<file path="config.mk">
export PLATFORM = sky130hd
export DESIGN_NAME = battery_moving_average_monitor_core
export DESIGN_NICKNAME = d
export VERILOG_FILES = /design/src/hdl/bmam_pkg.sv /design/src/hdl/bmam_div.sv /design/src/hdl/battery_moving_average_monitor_core.sv
export VERILOG_INCLUDE_DIRS = /design/src /design/src/hdl
export SDC_FILE = /design/constraint.sdc
export NUM_CORES = 1
export LEC_CHECK = 0
export ABC_AREA = 1
export BUFFER_PORTS_ARGS = -buffer_cell sky130_fd_sc_hd__buf_2
export CORE_MARGIN = 2
export CORE_UTILIZATION = 30
export DETAILED_ROUTE_END_ITERATION = 8
export PLACE_DENSITY = 0.51
export SLEW_MARGIN = 20
export SYNTH_ARGS = -nofsm -noshare
export SYNTH_HDL_FRONTEND = slang
export SYNTH_SLANG_ARGS = --single-unit
</file>
<file path="constraint.sdc">
create_clock -name clk -period 2.85 [get_ports clk]
set_clock_uncertainty 0.1 [all_clocks]
set_input_delay 0.285 -clock clk [delete_from_list [all_inputs] [get_ports clk]]
set_output_delay 0.285 -clock clk [all_outputs]
set_load 0.02 [all_outputs]
</file>
<file path="src/hdl/assert_macros.svh">
// Assertion macros for the battery monitor RTL.
// Uses the clk and arst_n names of the including module.
`ifndef ASSERT_MACROS_SVH
`define ASSERT_MACROS_SVH

// Implication checked on every clock edge outside reset.
`define BMAM_ASSERT(lbl, prop, msg) \
	lbl: assert property (@(posedge clk) disable iff (!arst_n) (prop)) else $error(msg);

// Same, with the consequent checked in the cycle after the antecedent.
`define BMAM_ASSERT_NEXT(lbl, ante, cons, msg) \
	lbl: assert property (@(posedge clk) disable iff (!arst_n) (ante) |=> (cons)) \
		else $error(msg);

`endif

</file>
<file path="src/hdl/bmam_pkg.sv">
// Shared types and constants for the battery moving-average monitor.
// No dependencies.
package bmam_pkg;

	localparam int WINDOW = 50;
	localparam int CODE_W = 12;
	localparam int PTR_W  = $clog2(WINDOW);
	localparam int CNT_W  = $clog2(WINDOW + 1);
	localparam int SUM_W  = CODE_W + $clog2(WINDOW);
	localparam int STEP_W = $clog2(SUM_W + 1);

	typedef logic [CODE_W-1:0] code_t;
	typedef logic [SUM_W-1:0]  sum_t;
	typedef logic [CNT_W-1:0]  cnt_t;
	typedef logic [PTR_W-1:0]  ptr_t;
	typedef logic [1:0]        level_t;
	typedef logic [1:0]        cfg_idx_t;

	localparam level_t LVL_OK   = 2'd0;
	localparam level_t LVL_LOW  = 2'd1;
	localparam level_t LVL_CRIT = 2'd2;

	localparam cfg_idx_t REG_LOW_THR  = 2'd0;
	localparam cfg_idx_t REG_CRIT_THR = 2'd1;

	localparam code_t LOW_THR_RST  = 12'd2296;
	localparam code_t CRIT_THR_RST = 12'd2172;

	// divider status seen by the sequencer
	typedef struct packed {
		logic busy;
		logic done;
	} div_stat_t;

endpackage

</file>
<file path="src/hdl/bmam_div.sv">
// Restoring serial divider: running sum by sample count, one quotient bit per cycle.
// Depends on bmam_pkg.
module bmam_div (
	input  logic               clk,
	input  logic               arst_n,
	input  logic               start,
	input  bmam_pkg::sum_t     dividend,
	input  bmam_pkg::cnt_t     divisor,
	output bmam_pkg::code_t    quotient,
	output bmam_pkg::div_stat_t stat
);
	import bmam_pkg::*;

	sum_t              dvd_q;
	logic [CNT_W:0]    rem_q;
	cnt_t              dsr_q;
	logic [STEP_W-1:0] step_q;
	logic              busy_q;
	logic              done_q;

	logic [CNT_W:0] shifted;
	logic [CNT_W:0] diff;
	logic           ge;

	// remainder stays below the divisor, so its low CNT_W bits carry it all
	assign shifted = {rem_q[CNT_W-1:0], dvd_q[SUM_W-1]};
	assign ge      = shifted >= {1'b0, dsr_q};
	assign diff    = shifted - {1'b0, dsr_q};

	always_ff @(posedge clk or negedge arst_n) begin
		if (!arst_n) begin
			busy_q <= 1'b0;
			done_q <= 1'b0;
			step_q <= '0;
		end else if (start) begin
			busy_q <= 1'b1;
			done_q <= 1'b0;
			step_q <= STEP_W'(SUM_W);
		end else if (busy_q) begin
			step_q <= step_q - 1'b1;
			if (step_q == STEP_W'(1)) begin
				busy_q <= 1'b0;
				done_q <= 1'b1;
			end
		end
	end

	always_ff @(posedge clk) begin
		if (start) begin
			dvd_q <= dividend;
			rem_q <= '0;
			dsr_q <= divisor;
		end else if (busy_q) begin
			dvd_q <= {dvd_q[SUM_W-2:0], ge};
			rem_q <= ge ? diff : shifted;
		end
	end

	// mean never exceeds a code, so the upper quotient bits are zero
	assign quotient  = dvd_q[CODE_W-1:0];
	assign stat.busy = busy_q;
	assign stat.done = done_q;

endmodule

</file>
<file path="src/hdl/battery_moving_average_monitor_core.sv">
// Top level of the battery moving-average monitor: sample ring, running sum,
// sequencer and threshold grading. Depends on bmam_pkg, bmam_div, assert_macros.svh.
//
// Usage:
//   Input channel: in_valid / in_stall with one 12-bit ADC code on sample.
//   Output channel: out_valid / out_stall with average, level, shutdown.
//   Config channel: cfg_valid / cfg_ready (always ready), cfg_index selects
//   0 = low threshold, 1 = critical threshold; other indexes are dropped.
//   Write thresholds only while no request is in flight.
// Timing:
//   A request accepted while idle steps in order through the ring read at the
//   accept edge, the sum update and ring write, loading the divider, the
//   bit-serial divide, handing the quotient over, and grading into the output
//   register. in_stall is high during that whole span and drops once the
//   block is idle again, so a new sample is taken only after the last is done.
// Reset: ring pointer, fill flag and sum clear, thresholds return to
//   2296 and 2172; ring contents stay undefined until written.
// Stall: a result waits in the output register; the next request is still
//   taken and runs up to grading, where it holds until the register frees.
`include "assert_macros.svh"
module battery_moving_average_monitor_core (
	input  logic               clk,
	input  logic               arst_n,
	input  logic               in_valid,
	output logic               in_stall,
	input  bmam_pkg::code_t    sample,
	output logic               out_valid,
	input  logic               out_stall,
	output bmam_pkg::code_t    average,
	output bmam_pkg::level_t   level,
	output logic               shutdown,
	input  logic               cfg_valid,
	output logic               cfg_ready,
	input  bmam_pkg::cfg_idx_t cfg_index,
	input  bmam_pkg::code_t    cfg_data
);
	import bmam_pkg::*;

	typedef enum logic [4:0] {
		S_IDLE = 5'b00001,
		S_UPD  = 5'b00010,
		S_LOAD = 5'b00100,
		S_DIV  = 5'b01000,
		S_OUT  = 5'b10000
	} state_t;

	state_t    state_q;
	code_t     ring [WINDOW];
	code_t     rd_q;
	code_t     sample_q;
	ptr_t      ptr_q;
	logic      filled_q;
	sum_t      sum_q;
	cnt_t      cnt_q;
	code_t     low_thr_q;
	code_t     crit_thr_q;
	logic      out_valid_q;
	code_t     average_q;
	level_t    level_q;
	logic      shutdown_q;

	logic      accept;
	logic      last_slot;
	ptr_t      ptr_nx;
	logic      filled_nx;
	logic      load_out;
	code_t     quot;
	div_stat_t div_stat;
	level_t    level_nx;

	assign accept    = in_valid && !in_stall;
	assign in_stall  = (state_q != S_IDLE);
	assign cfg_ready = 1'b1;

	assign last_slot = (ptr_q == PTR_W'(WINDOW - 1));
	assign ptr_nx    = last_slot ? '0 : ptr_q + 1'b1;
	assign filled_nx = filled_q || last_slot;
	assign load_out  = (state_q == S_OUT) && (!out_valid_q || !out_stall);

	always_comb begin
		if (quot < crit_thr_q) begin
			level_nx = LVL_CRIT;
		end else if (quot < low_thr_q) begin
			level_nx = LVL_LOW;
		end else begin
			level_nx = LVL_OK;
		end
	end

	always_ff @(posedge clk or negedge arst_n) begin
		if (!arst_n) begin
			state_q <= S_IDLE;
		end else begin
			case (state_q)
				S_IDLE: begin
					if (accept) state_q <= S_UPD;
				end
				S_UPD:  state_q <= S_LOAD;
				S_LOAD: state_q <= S_DIV;
				S_DIV: begin
					if (div_stat.done) state_q <= S_OUT;
				end
				S_OUT: begin
					if (load_out) state_q <= S_IDLE;
				end
				default: state_q <= S_IDLE;
			endcase
		end
	end

	// ring pointer, fill flag and running sum
	always_ff @(posedge clk or negedge arst_n) begin
		if (!arst_n) begin
			ptr_q    <= '0;
			filled_q <= 1'b0;
			sum_q    <= '0;
		end else if (state_q == S_UPD) begin
			ptr_q    <= ptr_nx;
			filled_q <= filled_nx;
			sum_q    <= sum_q - (filled_q ? SUM_W'(rd_q) : '0) + SUM_W'(sample_q);
		end
	end

	always_ff @(posedge clk) begin
		if (state_q == S_UPD) begin
			cnt_q <= filled_nx ? CNT_W'(WINDOW) : CNT_W'(ptr_nx);
		end
		if (accept) begin
			sample_q <= sample;
		end
	end

	// sample ring: read the outgoing entry on accept, overwrite it in the next cycle
	always_ff @(posedge clk) begin
		if (accept) begin
			rd_q <= ring[ptr_q];
		end
		if (state_q == S_UPD) begin
			ring[ptr_q] <= sample_q;
		end
	end

	always_ff @(posedge clk or negedge arst_n) begin
		if (!arst_n) begin
			low_thr_q  <= LOW_THR_RST;
			crit_thr_q <= CRIT_THR_RST;
		end else if (cfg_valid && cfg_ready) begin
			case (cfg_index)
				REG_LOW_THR:  low_thr_q  <= cfg_data;
				REG_CRIT_THR: crit_thr_q <= cfg_data;
				default: ;
			endcase
		end
	end

	bmam_div u_div (
		.clk      (clk),
		.arst_n   (arst_n),
		.start    (state_q == S_LOAD),
		.dividend (sum_q),
		.divisor  (cnt_q),
		.quotient (quot),
		.stat     (div_stat)
	);

	always_ff @(posedge clk or negedge arst_n) begin
		if (!arst_n) begin
			out_valid_q <= 1'b0;
		end else begin
			if (out_valid_q && !out_stall) out_valid_q <= 1'b0;
			if (load_out) out_valid_q <= 1'b1;
		end
	end

	always_ff @(posedge clk) begin
		if (load_out) begin
			average_q  <= quot;
			level_q    <= level_nx;
			shutdown_q <= (quot != '0) && (quot < crit_thr_q);
		end
	end

	assign out_valid = out_valid_q;
	assign average   = average_q;
	assign level     = level_q;
	assign shutdown  = shutdown_q;

	`BMAM_ASSERT_NEXT(a_accept_upd, accept, state_q == S_UPD, "accepted request did not start update")
	`BMAM_ASSERT(a_out_from_grade, $rose(out_valid_q) |-> $past(state_q == S_OUT), "result appeared outside grading")
	`BMAM_ASSERT(a_div_count, (state_q == S_DIV) |-> (cnt_q != '0 && cnt_q <= CNT_W'(WINDOW)), "divisor out of range")
	`BMAM_ASSERT(a_shut_crit, out_valid_q |-> (!shutdown_q || level_q == LVL_CRIT), "shutdown without critical level")

endmodule
</file>
After elaboration in Yosys (flattened, before gate mapping)
Memories as Yosys holds them, arrays and structs flattened. A register that Yosys moved wholly into a read port is not among the register bits.
Index checks and enable logic that the tools add are counted.
{ "classes": {"n_addsub": 5, "n_reduce_logical": 18, "mux": 22, "magnitude_cmp": 3, "n_eq_ne": 12} }
{ "op_table": {"columns": ["cell", "count"], "rows": [
  ["2-to-1 mux 18 bit", 2],
  ["2-to-1 mux 5 bit", 5],
  ["case mux 5 bit (5 select lines)", 1],
  ["< comparator 12 bit", 2],
  ["adder 18 x 12 -> 18 bit", 1],
  ["subtractor 18 x 12 -> 18 bit", 1],
  ["2-to-1 mux 12 bit", 1],
  ["2-to-1 mux 6 bit", 2],
  ["nonzero test 12 bit", 1],
  ["2-to-1 mux 1 bit", 11],
  ["== test 5 x 1 -> 1 bit, second input constant", 2],
  ["greater-or-equal comparator 7 x 6 -> 1 bit", 1],
  ["adder 6 x 1 -> 6 bit, second input constant", 1],
  ["== test 6 bit, second input constant", 1],
  ["AND reduction 2 bit", 3],
  ["nonzero test 2 bit", 3],
  ["subtractor 6 bit", 1],
  ["== test 5 x 2 -> 1 bit, second input constant", 1],
  ["== test 5 x 3 -> 1 bit, second input constant", 1],
  ["== test 5 x 4 -> 1 bit, second input constant", 1],
  ["== test 5 bit, second input constant", 1],
  ["!= test 5 x 1 -> 1 bit, second input constant", 1],
  ["subtractor 5 x 1 -> 5 bit, second input constant", 1],
  ["logical AND 1 bit", 4],
  ["other kinds (7)", 11]
]} }
{ "totals": {"mem_bits_rw": 600, "n_memories": 1, "word_cells": 79, "ff_bits": 125, "out_inout_bits": 18} }
{ "mem_list": {"columns": ["memory", "depth", "word_bits", "read_ports", "rd_ports_with_merged_regs", "write_ports", "line_no", "text"], "rows": [
  ["ring", 50, 12, 1, 1, 1, "battery_moving_average_monitor_core.sv:48", "code_t ring [WINDOW];"]
]} }

Depth between registers and ports, before layout
Gate-level depths: netlist of run 1.
{ "logic_depth": {"word_depth": 5, "ltp_mapped": 17, "mapped_depth_nobuf": 16} }

Modules after synthesis
A second synthesis of run 1 with hierarchy kept.
{ "hier_totals": {"cells_unflattened": 2929, "hier_area_um2": 31944.4} }
{ "by_module_without_submodules": {"columns": ["mod", "seq_area_each_um2", "area_per_inst_um2", "n_inst", "cells_per_inst"], "rows": [
  ["battery_moving_average_monitor_core", 20761.2, 29914.9, 1, 2699],
  ["bmam_div", 1016.0, 2029.4, 1, 230]
]} }

Worst setup path after synthesis of run 1
OpenSTA, ideal clock, no wires.
{ "synth_path": {"kind": "register to register", "from": "register sample_q[8]", "to": "register sum_q[14]", "setup_time_ps": 118, "n_path_buf": 0, "stages_incl_launch_ff": 13, "arrival_time_ps": 2669, "slack_ps": -37, "cell_sequence": "edfxtp_1 > inv_1 > fa_1 > inv_1 > ha_1 > nand2_1 > inv_1 > a21oi_1 > nor2_1 > nor2_1 > nand3b_1 > nand3_1 > nand2_1"} }
{ "synth_between": {"elab_chain_len": 1} }
{ "synth_rtl": {"columns": ["element", "line_no", "text"], "rows": [
  ["from (decl)", "battery_moving_average_monitor_core.sv:50", "code_t sample_q;"],
  ["from (signal assigned)", "battery_moving_average_monitor_core.sv:129", "sample_q <= sample;"],
  ["adder 18 x 12 -> 18 bit", "battery_moving_average_monitor_core.sv:120", "sum_q <= sum_q - (filled_q ? SUM_W'(rd_q) : '0) + SUM_W'(sample_q);"],
  ["to (signal assigned)", "battery_moving_average_monitor_core.sv:120", null],
  ["to (decl)", "battery_moving_average_monitor_core.sv:53", "sum_t sum_q;"]
]} }
No other way between the ends.
A chain may end at the register's enable or synchronous reset.

Final worst setup path of run 1
{ "layout_path": {"from": "register filled_q", "to": "register sum_q[12]"} }
{ "layout_between": {"elab_chain_len": 3} }
{ "layout_rtl": {"columns": ["element", "line_no", "text"], "rows": [
  ["from (decl)", "battery_moving_average_monitor_core.sv:52", "logic filled_q;"],
  ["from (signal assigned)", "battery_moving_average_monitor_core.sv:119", "filled_q <= filled_nx;"],
  ["2-to-1 mux 12 bit", "battery_moving_average_monitor_core.sv:120", null],
  ["subtractor 18 x 12 -> 18 bit", "battery_moving_average_monitor_core.sv:120", null],
  ["adder 18 x 12 -> 18 bit", "battery_moving_average_monitor_core.sv:120", null]
]} }
No other way between the ends.

==> results of run 1 <==
[sequential cells by signal, indices dropped and copies added, names as in the netlist]
name	cells
average	12
cnt_q	6
crit_thr_q	12
filled_q	1
level	2
low_thr_q	12
out_valid	1
ptr_q	6
rd_q	12
ring	600
sample_q	12
shutdown	1
state_q	5
sum_q	18
u_div.busy_q	1
u_div.done_q	1
u_div.dsr_q	6
u_div.dvd_q	18
u_div.rem_q	6
u_div.step_q	5
[worst max path at each step]
| stage | slack (ps) | from | cells after the start | endpoint |
|---|---|---|---|---|
| 2_1_floorplan | -7 | sample_q[3] | 12 | sum_q[12] |
| 3_3_place_gp | 250 | filled_q | 14 | sum_q[16] |
| 3_5_place_dp | 230 | filled_q | 14 | sum_q[16] |
| 4_1_cts | 220 | filled_q | 14 | sum_q[12] |
| 5_1_grt | 20 | filled_q | 14 | sum_q[12] |
| 6_report | 220 | filled_q | 14 | sum_q[12] |
[layout by cell type, fill, tap and decap left out, drive strengths merged, types with 2 or more instances in the layout]
master,instances
xor2,7
nor4,4
o21ai,177
dfstp,13
clkbuf,92
xnor2,5
a21oi,228
o22ai,5
nand3,45
clkinv,32
and2,3
inv,180
buf,178
or2,2
fa,13
nor2,197
bufinv,10
nand3b,9
edfxtp,669
nor3,13
dfxtp,6
nand2,1060
nand4,10
ha,50
dfrtp,49
dlygate4sd3,27
[routing by layer]
layer	GRT usage [%]	up-vias	routed length (µm)
li1	-	9992	-
met1	21.89	10030	38700
met2	25.24	483	39020
met3	2.603	119	4342
met4	4.348	0	2069
met5	0	-	0
[power groups by stage]
| stage | registers (mW) | logic [mW] | clock network [mW] |
|---|---|---|---|
| 2_1_floorplan | 15.1 | 8.38 | 0 |
| 3_3_place_gp | 14.8 | 13.8 | 0 |
| 3_5_place_dp | 14.8 | 13.8 | 0 |
| 4_1_cts | 14.6 | 13.9 | 10.5 |
| 5_1_grt | 14.7 | 15.4 | 10.9 |
| 6_report | 14.6 | 13.7 | 10.2 |
[through the flow]
step,setup WS [ps],hold WS [ps],utilization [%]
after floorplan,-6.878,-110.6,-
after global placement,248.0,314.2,32.97
after detailed placement,232.8,327.2,32.97
after CTS,218.8,211.8,35.69
after global routing,16.31,274.0,35.69
final,221.2,224.1,35.69
[logic make-up (layout without fill, tap and decap cells)]
kind of cell	Yosys count	in the layout	share of synthesized area, %
AND/OR/NAND/NOR	1345	1345	16.77
flip-flops	737	737	69.09
AO/OA/AOI/OAI	414	414	6.626
buffers and inverters	299	520	4.351
adder cells (fa/ha/maj)	63	63	2.811
XOR/XNOR	12	12	0.3335
other	1	1	0.01190
[layout make-up]
type	count	area [µm²]
fillers	10240	66750
clock buffers	92	2003
repair buffers	205	1877
clock inverters	45	545.5
inverters	178	675.6
well taps	1380	1727
multi-input cells	1835	8427
flip-flops and latches	737	21790
==> impl_metrics.py, run 1 <==
metrics = {
    "critical_path": {
        "path_cells": "nand2_1 > inv_1 > ha_1 > inv_1 > ha_1 > fa_1 > nand3_1 > nand2_1 > nand2_1 > nand2_1 > nand2_1 > nand3b_1 > nand3_1 > nand2_1",
        "r2r_start": "filled_q",
        "cp_slowest_cell": "dfrtp_1",
        "worstPathBufferInverterCount": 2,
        "worstSetupEndpointType": "flip-flop",
        "cp_data_required_time_ps": 3260,
        "critical_path_peak_fanout": 14,
        "path_class": "flip-flop to flip-flop",
        "r2r_end": "sum_q[12]",
        "reg2reg_depth": 14,
        "cpMostUsedCell": "nand2_1",
        "regToRegSetupSlack_ps": 220,
        "critPathTopFamily": "adder cells",
        "startpoint_type": "flip-flop",
        "cp.arrival_ps": 3040,
        "critPathMaxStageDelay_ps": 520,
    },
    "timing": {
        "tns_ps": 0,
        "fmax_ghz": 0.3804,
        "tightest_slew_ps": 887.0,
        "fin_crit_ps": 2629,
        "finalSetupViolations": 0,
        "fin_crit_sh_pct": 92.24,
        "finalHoldViolations": 0,
        "grt_setup_unrepaired": "no",
        "slew_headroom_pct": 40.87,
        "slew_violations": 0,
    },
    "power_and_ir_drop": {
        "p_int_mw": 24.00,
        "seqPwrFrac_pct": 37.9,
        "finalPower_mw": 38.60,
        "p_sw_share_pct": 37.82,
        "irDropWorstVdd_mv": 0.5272,
        "leakage_nw": 14.34,
        "p_per_area_nw_per_um2": 1042,
        "switchingPower_mw": 14.60,
        "pwr-share-clk_pct": 26.5,
        "combPwrFrac_pct": 35.6,
    },
    "final_layout": {
        "fin_nets": 3128,
        "final_area_um2": 37040,
        "diodes": 0,
        "areaGrowthSynthToFinish_pct": 17.52,
        "stdcell_count": 4472,
        "drive_gt1_share_pct": 10.96,
    },
    "die": {
        "rows": 118,
        "die_y_um": 328.1,
        "fp.dieW_um": 328.1,
        "dieArea_um2": 107700,
        "start_util_pct": 30.37,
        "io_pins": 49,
        "core_um2": 103800,
    },
    "synth": {
        "avgSynthCellArea_um2": 10.98,
        "ys.flop_type": "edfxtp_1",
        "synthArstFlopShare_pct": 8.412,
        "synth_edf_count": 669,
        "synthCells": 2871,
        "yosysWarnings": 0,
        "yosysMostFrequentCell": "nand2_1",
        "synth.largest_area_cell": "edfxtp_1",
        "synth_seq_cells": 737,
        "syn-cell-area_um2": 31520,
        "ys_seq_area_share_pct": 69.09,
        "synth.distinct_cells": 42,
        "synth_common_cells": "nand2_1 (1059), edfxtp_1 (669), a21oi_1 (228), nor2_1 (197), inv_1 (167)",
        "synth.top_cells.by_area": "edfxtp_1 (64%), nand2_1 (13%), dfrtp_1 (3.9%)",
        "synthesis.nets": 2965,
        "synth_top_area_share_pct": 63.74,
    },
    "routing": {
        "vias": 20620,
        "viasPerCell": 4.612,
        "drt_first_pass_iters": 5,
        "drc": 0,
        "wl_um": 84140,
        "ant_nets": 0,
        "routedWlPerCell_um": 18.81,
        "drt_iter0_drc": 1669,
    },
    "clock_network": {
        "cts_tree": "yes",
        "holdBufCountCts": 27,
        "numClockSinks": 737,
        "clockRootBuffer": "clkbuf_16",
        "clock_latency_ps": 630,
        "postCtsSetupBuffers": 0,
        "htreeDepth": 3,
        "cts_inserted_buffers": 77,
        "path_clk_slew_ps": 60,
        "cts_buffer_depth": 3,
        "cts_resized": 0,
    },
    "placement": {
        "io_buffers": 47,
        "dp_hpwl_um": 52960,
        "place_inst": 4308,
        "gp_congestion": 0.8383,
        "placed_area_um2": 34220,
    },
    "run_status": {
        "status": "completed",
    },
    "global_route": {
        "grt_pass1_vias": 20350,
        "grt_max_degree": 51,
        "track_usage_pct": 15.69,
        "antenna_found_initial": 0,
        "grt_remaining_overflow": 0,
        "grt_pass1_wl_um": 128200,
    },
    "worst_hold_path": {
        "hp-class": "input port to async pin",
    },
    "run": {
        "drv_cap": 0,
    },
}
Note: power is estimated with default switching activity, not from simulation.
==> inputs of run 2 (changes only) <==
--- a/constraint.sdc
+++ b/constraint.sdc
@@ -3,3 +3,3 @@
 set_input_delay 0.285 -clock clk [delete_from_list [all_inputs] [get_ports clk]]
 set_output_delay 0.285 -clock clk [all_outputs]
-set_load 0.02 [all_outputs]
+set_load 0.1 [all_outputs]
==> impl_metrics.py, run 2 (synthesized netlist as in run 1, its figures left out) <==
metrics = {
    "run_status": {
        "status": "completed",
    },
    "critical_path": {
        "r2r_start": "ptr_q[0]",
        "worstSetupEndpointType": "flip-flop",
        "cp.arrival_ps": 2950,
        "regToRegSetupSlack_ps": 140,
        "cp_data_required_time_ps": 3090,
        "startpoint": "ptr_q[0]",
        "startpoint_type": "flip-flop",
        "path_class": "flip-flop to flip-flop",
        "critical_path_peak_fanout": 25,
    },
    "routing": {
        "ant_nets": 0,
        "viasPerCell": 4.638,
        "drt_first_pass_iters": 5,
        "drc": 0,
        "drt_iter0_drc": 1818,
        "vias": 20750,
        "wl_um": 85910,
        "routedWlPerCell_um": 19.21,
    },
    "clock_network": {
        "cts_buffer_depth": 3,
        "path_clk_slew_ps": 60,
        "clockRootBuffer": "clkbuf_16",
        "clock_latency_ps": 650,
        "htreeDepth": 3,
        "cts_inserted_buffers": 78,
        "numClockSinks": 737,
        "cts_tree": "yes",
        "postCtsSetupBuffers": 0,
    },
    "final_layout": {
        "nFillCells": 10280,
        "mostFrequentLayoutCells": "nand2_1 (1058), edfxtp_1 (669), a21oi_1 (225), nor2_1 (195), inv_1 (167)",
        "fin_nets": 3123,
        "diodes": 0,
        "final_area_um2": 36850,
        "regMostFlops": "ring",
        "reg.largest.list": "ring: 600 flops, sum_q: 18 flops, u_div.dvd_q: 18 flops",
        "areaGrowthSynthToFinish_pct": 16.92,
        "largest_reg_flops": 600,
        "final_common_cell": "nand2_1",
        "final_util_pct": 35.50,
        "drive_gt1_share_pct": 10.73,
    },
    "die": {
        "dieArea_um2": 107700,
        "core_um2": 103800,
        "io_pins": 49,
        "die_y_um": 328.1,
        "fp.dieW_um": 328.1,
        "start_util_pct": 30.37,
        "rows": 118,
    },
    "timing": {
        "tns_ps": 0,
        "slew_violations": 0,
        "fin_crit_ps": 2713,
        "fmax_ghz": 0.3686,
        "tightest_slew_ps": 806.1,
        "finalHoldViolations": 0,
        "fin_crit_sh_pct": 95.19,
        "slew_headroom_pct": 46.09,
        "layout_setup_ws_ps": 137.1,
        "finalSetupViolations": 0,
        "grt_setup_unrepaired": "no",
    },
    "global_route": {
        "grt_pass1_vias": 20070,
        "grt_remaining_overflow": 0,
        "grt_pass1_wl_um": 129100,
        "track_usage_pct": 15.91,
        "antenna_found_initial": 0,
        "grt_max_degree": 69,
    },
    "placement": {
        "io_buffers": 47,
        "pre_cts_slack_ps": 182.2,
        "placed_area_um2": 33980,
        "dp_hpwl_um": 52580,
        "gp_congestion": 0.8298,
    },
    "power_and_ir_drop": {
        "leakage_nw": 14.26,
        "combPwrFrac_pct": 36.0,
        "finalPower_mw": 38.95,
        "p_sw_share_pct": 38.64,
        "switchingPower_mw": 15.05,
        "p_per_area_nw_per_um2": 1057,
        "seqPwrFrac_pct": 37.6,
        "irDropWorstVdd_mv": 0.7239,
        "p_int_mw": 23.90,
        "pwr-share-clk_pct": 26.5,
    },
    "worst_hold_path": {
        "hp-class": "input port to async pin",
    },
    "run": {
        "drv_cap": 0,
    },
}
[run 2: cell types whose count changed in the layout (fill, tap and decap cells not counted), sizes merged]
cell	delta
clkinvlp	+2
buf	-6
clkbuf	+7
inv	-1
clkinv	+1
bufinv	-2
[run 2: layout make-up]
cell class              instances  area, µm²  area share (%)
clock inverters                45      520.5           1.413
clock buffers                  99       2072           5.623
well taps                    1380       1727           4.686
inverters                     178      675.6           1.834
flip-flops and latches        737      21790           59.13
multi-input cells            1835       8448           22.93
repair buffers                199       1619           4.394
[run 2: final timing paths]
check	end	depth (start not counted)
max reg2reg	ring[49][2]	6
min reg2reg	u_div.dsr_q[4]	0
min in group clk	sample_q[0]	2
max in group asynchronous	low_thr_q[5]	3
max	ring[49][2]	6
min	ptr_q[2]	2
[run 2: per-stage QoR]
| step | hold slack [ps] | instances |
|---|---|---|
| finish | 129.1 | 4473 |
| global route | 153.6 | 4473 |
| CTS | 107.1 | 4473 |
| detailed placement | 257.6 | 4302 |
| global placement | 253.0 | 4302 |
| floorplan | -110.6 | 2871 |
[run 2: repair_timing]
item | 4_1_cts | 5_1_grt
setup endpoints to repair | 0 | 7
gates resized for setup | 0 | 3
hold buffers | 27 | 0
hold endpoints to repair | 59 | 0
[run 2: worst max-delay path, stage by stage (launching register included)]
cell     delay [ps]
dfrtp_4         610
inv_6           130
nor3_4          190
buf_4           370
nand2_1         480
nor2_1          270
buf_4           230
[run 2: power groups by stage]
stage	clock network [mW]	logic, mW	registers [mW]
after detailed placement	0	14.0	14.9
after floorplan	0	8.50	15.3
after CTS	10.6	14.1	14.6
after global placement	0	14.0	14.8
after global routing	10.9	15.6	14.7
final	10.3	14.0	14.6
[run 2: layer usage]
metal | vias up | global-route usage, % | part of all wire (%)
li1 | 9995 | - | -
met1 | 10060 | 22.53 | 46
met2 | 565 | 25.32 | 46
met3 | 123 | 2.361 | 5.2
met4 | 2 | 4.477 | 2.4
met5 | - | 0.4880 | 0.080
==> inputs of run 3 (changes only) <==
PLACE_DENSITY = 0.49   (was 0.51)
clock period = 2.6 ns   (was 2.85 ns; I/O delays follow)
==> impl_metrics.py, run 3 (synthesized netlist as in run 1, its figures left out) <==
metrics = {
    "timing": {
        "finalHoldViolations": 0,
        "fin_crit_ps": 2518,
        "fmax_ghz": 0.3972,
        "slew_violations": 0,
        "slew_headroom_pct": 43.52,
        "hold_ws_ps": 189.1,
        "grt_setup_unrepaired": "yes",
        "tightest_slew_ps": 847.2,
        "layout_setup_ws_ps": 82.23,
        "finalSetupViolations": 0,
        "fin_crit_sh_pct": 96.84,
    },
    "global_route": {
        "antenna_found_initial": 1,
        "grt_pass1_vias": 20250,
        "grt_pass1_wl_um": 131300,
        "grt_remaining_overflow": 0,
        "track_usage_pct": 16.22,
        "grt_max_degree": 86,
    },
    "final_layout": {
        "stdcell_count": 4516,
        "drive_gt1_share_pct": 14.03,
        "mostFrequentLayoutCells": "nand2_1 (1034), edfxtp_1 (669), a21oi_1 (222), nor2_1 (188), inv_1 (155)",
        "final_common_cell": "nand2_1",
        "reg.largest.list": "ring: 600 flops, sum_q: 18 flops, u_div.dvd_q: 18 flops",
        "final_util_pct": 36.57,
        "fin_nets": 3164,
        "largest_reg_flops": 600,
        "regMostFlops": "ring",
        "areaGrowthSynthToFinish_pct": 20.44,
        "diodes": 0,
        "final_area_um2": 37960,
    },
    "critical_path": {
        "path_class": "flip-flop to flip-flop",
        "cp_data_required_time_ps": 2980,
        "critical_path_peak_fanout": 57,
        "cp.arrival_ps": 2890,
        "worstPathBufferInverterCount": 3,
        "cp_slowest_cell": "dfrtp_4",
        "startpoint_type": "flip-flop",
        "cpMostUsedCell": "nand2_1",
        "worstSetupEndpointType": "flip-flop",
        "critPathTopFamily": "buffers and inverters",
        "path_cells": "inv_6 > buf_12 > buf_12 > nand2_1 > a21oi_1 > o21ai_1 > nand2_1 > nand2_1 > nand2_1 > nor2_1 > nand2_1",
        "critPathMaxStageDelay_ps": 550,
    },
    "routing": {
        "viasPerCell": 4.606,
        "ant_nets": 0,
        "vias": 20800,
        "drt_iter0_drc": 1620,
        "drc": 0,
        "drt_first_pass_iters": 5,
        "wl_um": 88310,
        "routedWlPerCell_um": 19.55,
    },
    "placement": {
        "dp_hpwl_um": 53880,
        "placed_area_um2": 34850,
        "io_buffers": 47,
        "place_inst": 4330,
        "pre_cts_slack_ps": 13.57,
        "gp_congestion": 0.8126,
    },
    "clock_network": {
        "clock_latency_ps": 640,
        "htreeDepth": 3,
        "cts_inserted_buffers": 79,
        "path_clk_slew_ps": 60,
        "cts_buffer_depth": 3,
        "cts_tree": "yes",
        "numClockSinks": 737,
        "clockRootBuffer": "clkbuf_16",
    },
    "run": {
        "drv_cap": 0,
    },
    "die": {
        "die_y_um": 328.1,
        "fp.dieW_um": 328.1,
        "core_um2": 103800,
        "rows": 118,
        "start_util_pct": 30.37,
        "io_pins": 49,
        "dieArea_um2": 107700,
    },
    "power_and_ir_drop": {
        "irDropWorstVdd_mv": 0.7281,
        "p_per_area_nw_per_um2": 1172,
        "leakage_nw": 14.62,
    },
    "run_status": {
        "status": "completed",
    },
    "worst_hold_path": {
        "hp-class": "input port to async pin",
    },
}
==> run 3: worst paths after layout <==
path	start	to	slack (ps)	cells after the start
setup / recovery	ptr_q[0]	rd_q[11]	80	11
setup reg to reg	ptr_q[0]	rd_q[11]	80	11
hold / removal	arst_n	ptr_q[0]	190	2
min in group clk	sample[7]	sample_q[7]	240	2
hold reg to reg	cnt_q[1]	u_div.dsr_q[1]	330	0
max in group asynchronous	arst_n	crit_thr_q[5]	1500	3
==> run 3: what timing repair did <==
| action | in CTS | in global routing |
|---|---|---|
| hold endpoints to repair | 64 | 0 |
| gates resized for setup | 0 | 49 |
| setup buffers | 0 | 11 |
| setup endpoints to repair | 0 | 124 |
| hold buffers | 27 | 0 |
==> run 3: cell type report <==
class                      count  area (µm²)
sequential                   737       21790
tap                         1380        1727
inverter                     178       676.9
clock inverter                45       457.9
fill                       10200       65830
multi-input combinational   1835        8731
timing repair buffer         239        2465
clock buffer                 102        2115
==> run 3: worst reg2reg max path: cells and delay by family, from the launching register on <==
| kind | cells | cell delay, ps |
|---|---|---|
| buffers and inverters | 3 | 750 |
| AOI/OAI and AO/OA | 2 | 360 |
| and+or+nand+nor | 6 | 580 |
| DFF | 1 | 550 |
==> run 3: where the power goes <==
group / internal [mW] / switching, mW / leakage (nW)
Sequential: 15.3 / 0.687 / 6.84
Combinational: 5.36 / 11.8 / 6.52
Clock: 6.48 / 4.78 / 1.26
==> run 3: stage by stage <==
| stage | TNS [ps] | total power, mW |
|---|---|---|
| 5_1_grt | -152.2 | 47.12 |
| 6_report | 0 | 44.48 |
| 2_1_floorplan | -9140 | 26.61 |
| 3_5_place_dp | 0 | 32.75 |
| 4_1_cts | 0 | 44.14 |
| 3_3_place_gp | -29.60 | 32.70 |
==> run 3: layer usage <==
| layer | global-route usage [%] | up-vias | share of wire, % |
|---|---|---|---|
| li1 | - | 10080 | - |
| met1 | 23.10 | 10120 | 47 |
| met2 | 26.05 | 488 | 47 |
| met3 | 2.210 | 117 | 4.4 |
| met4 | 4.209 | 2 | 2.2 |
| met5 | 0 | - | 0.015 |
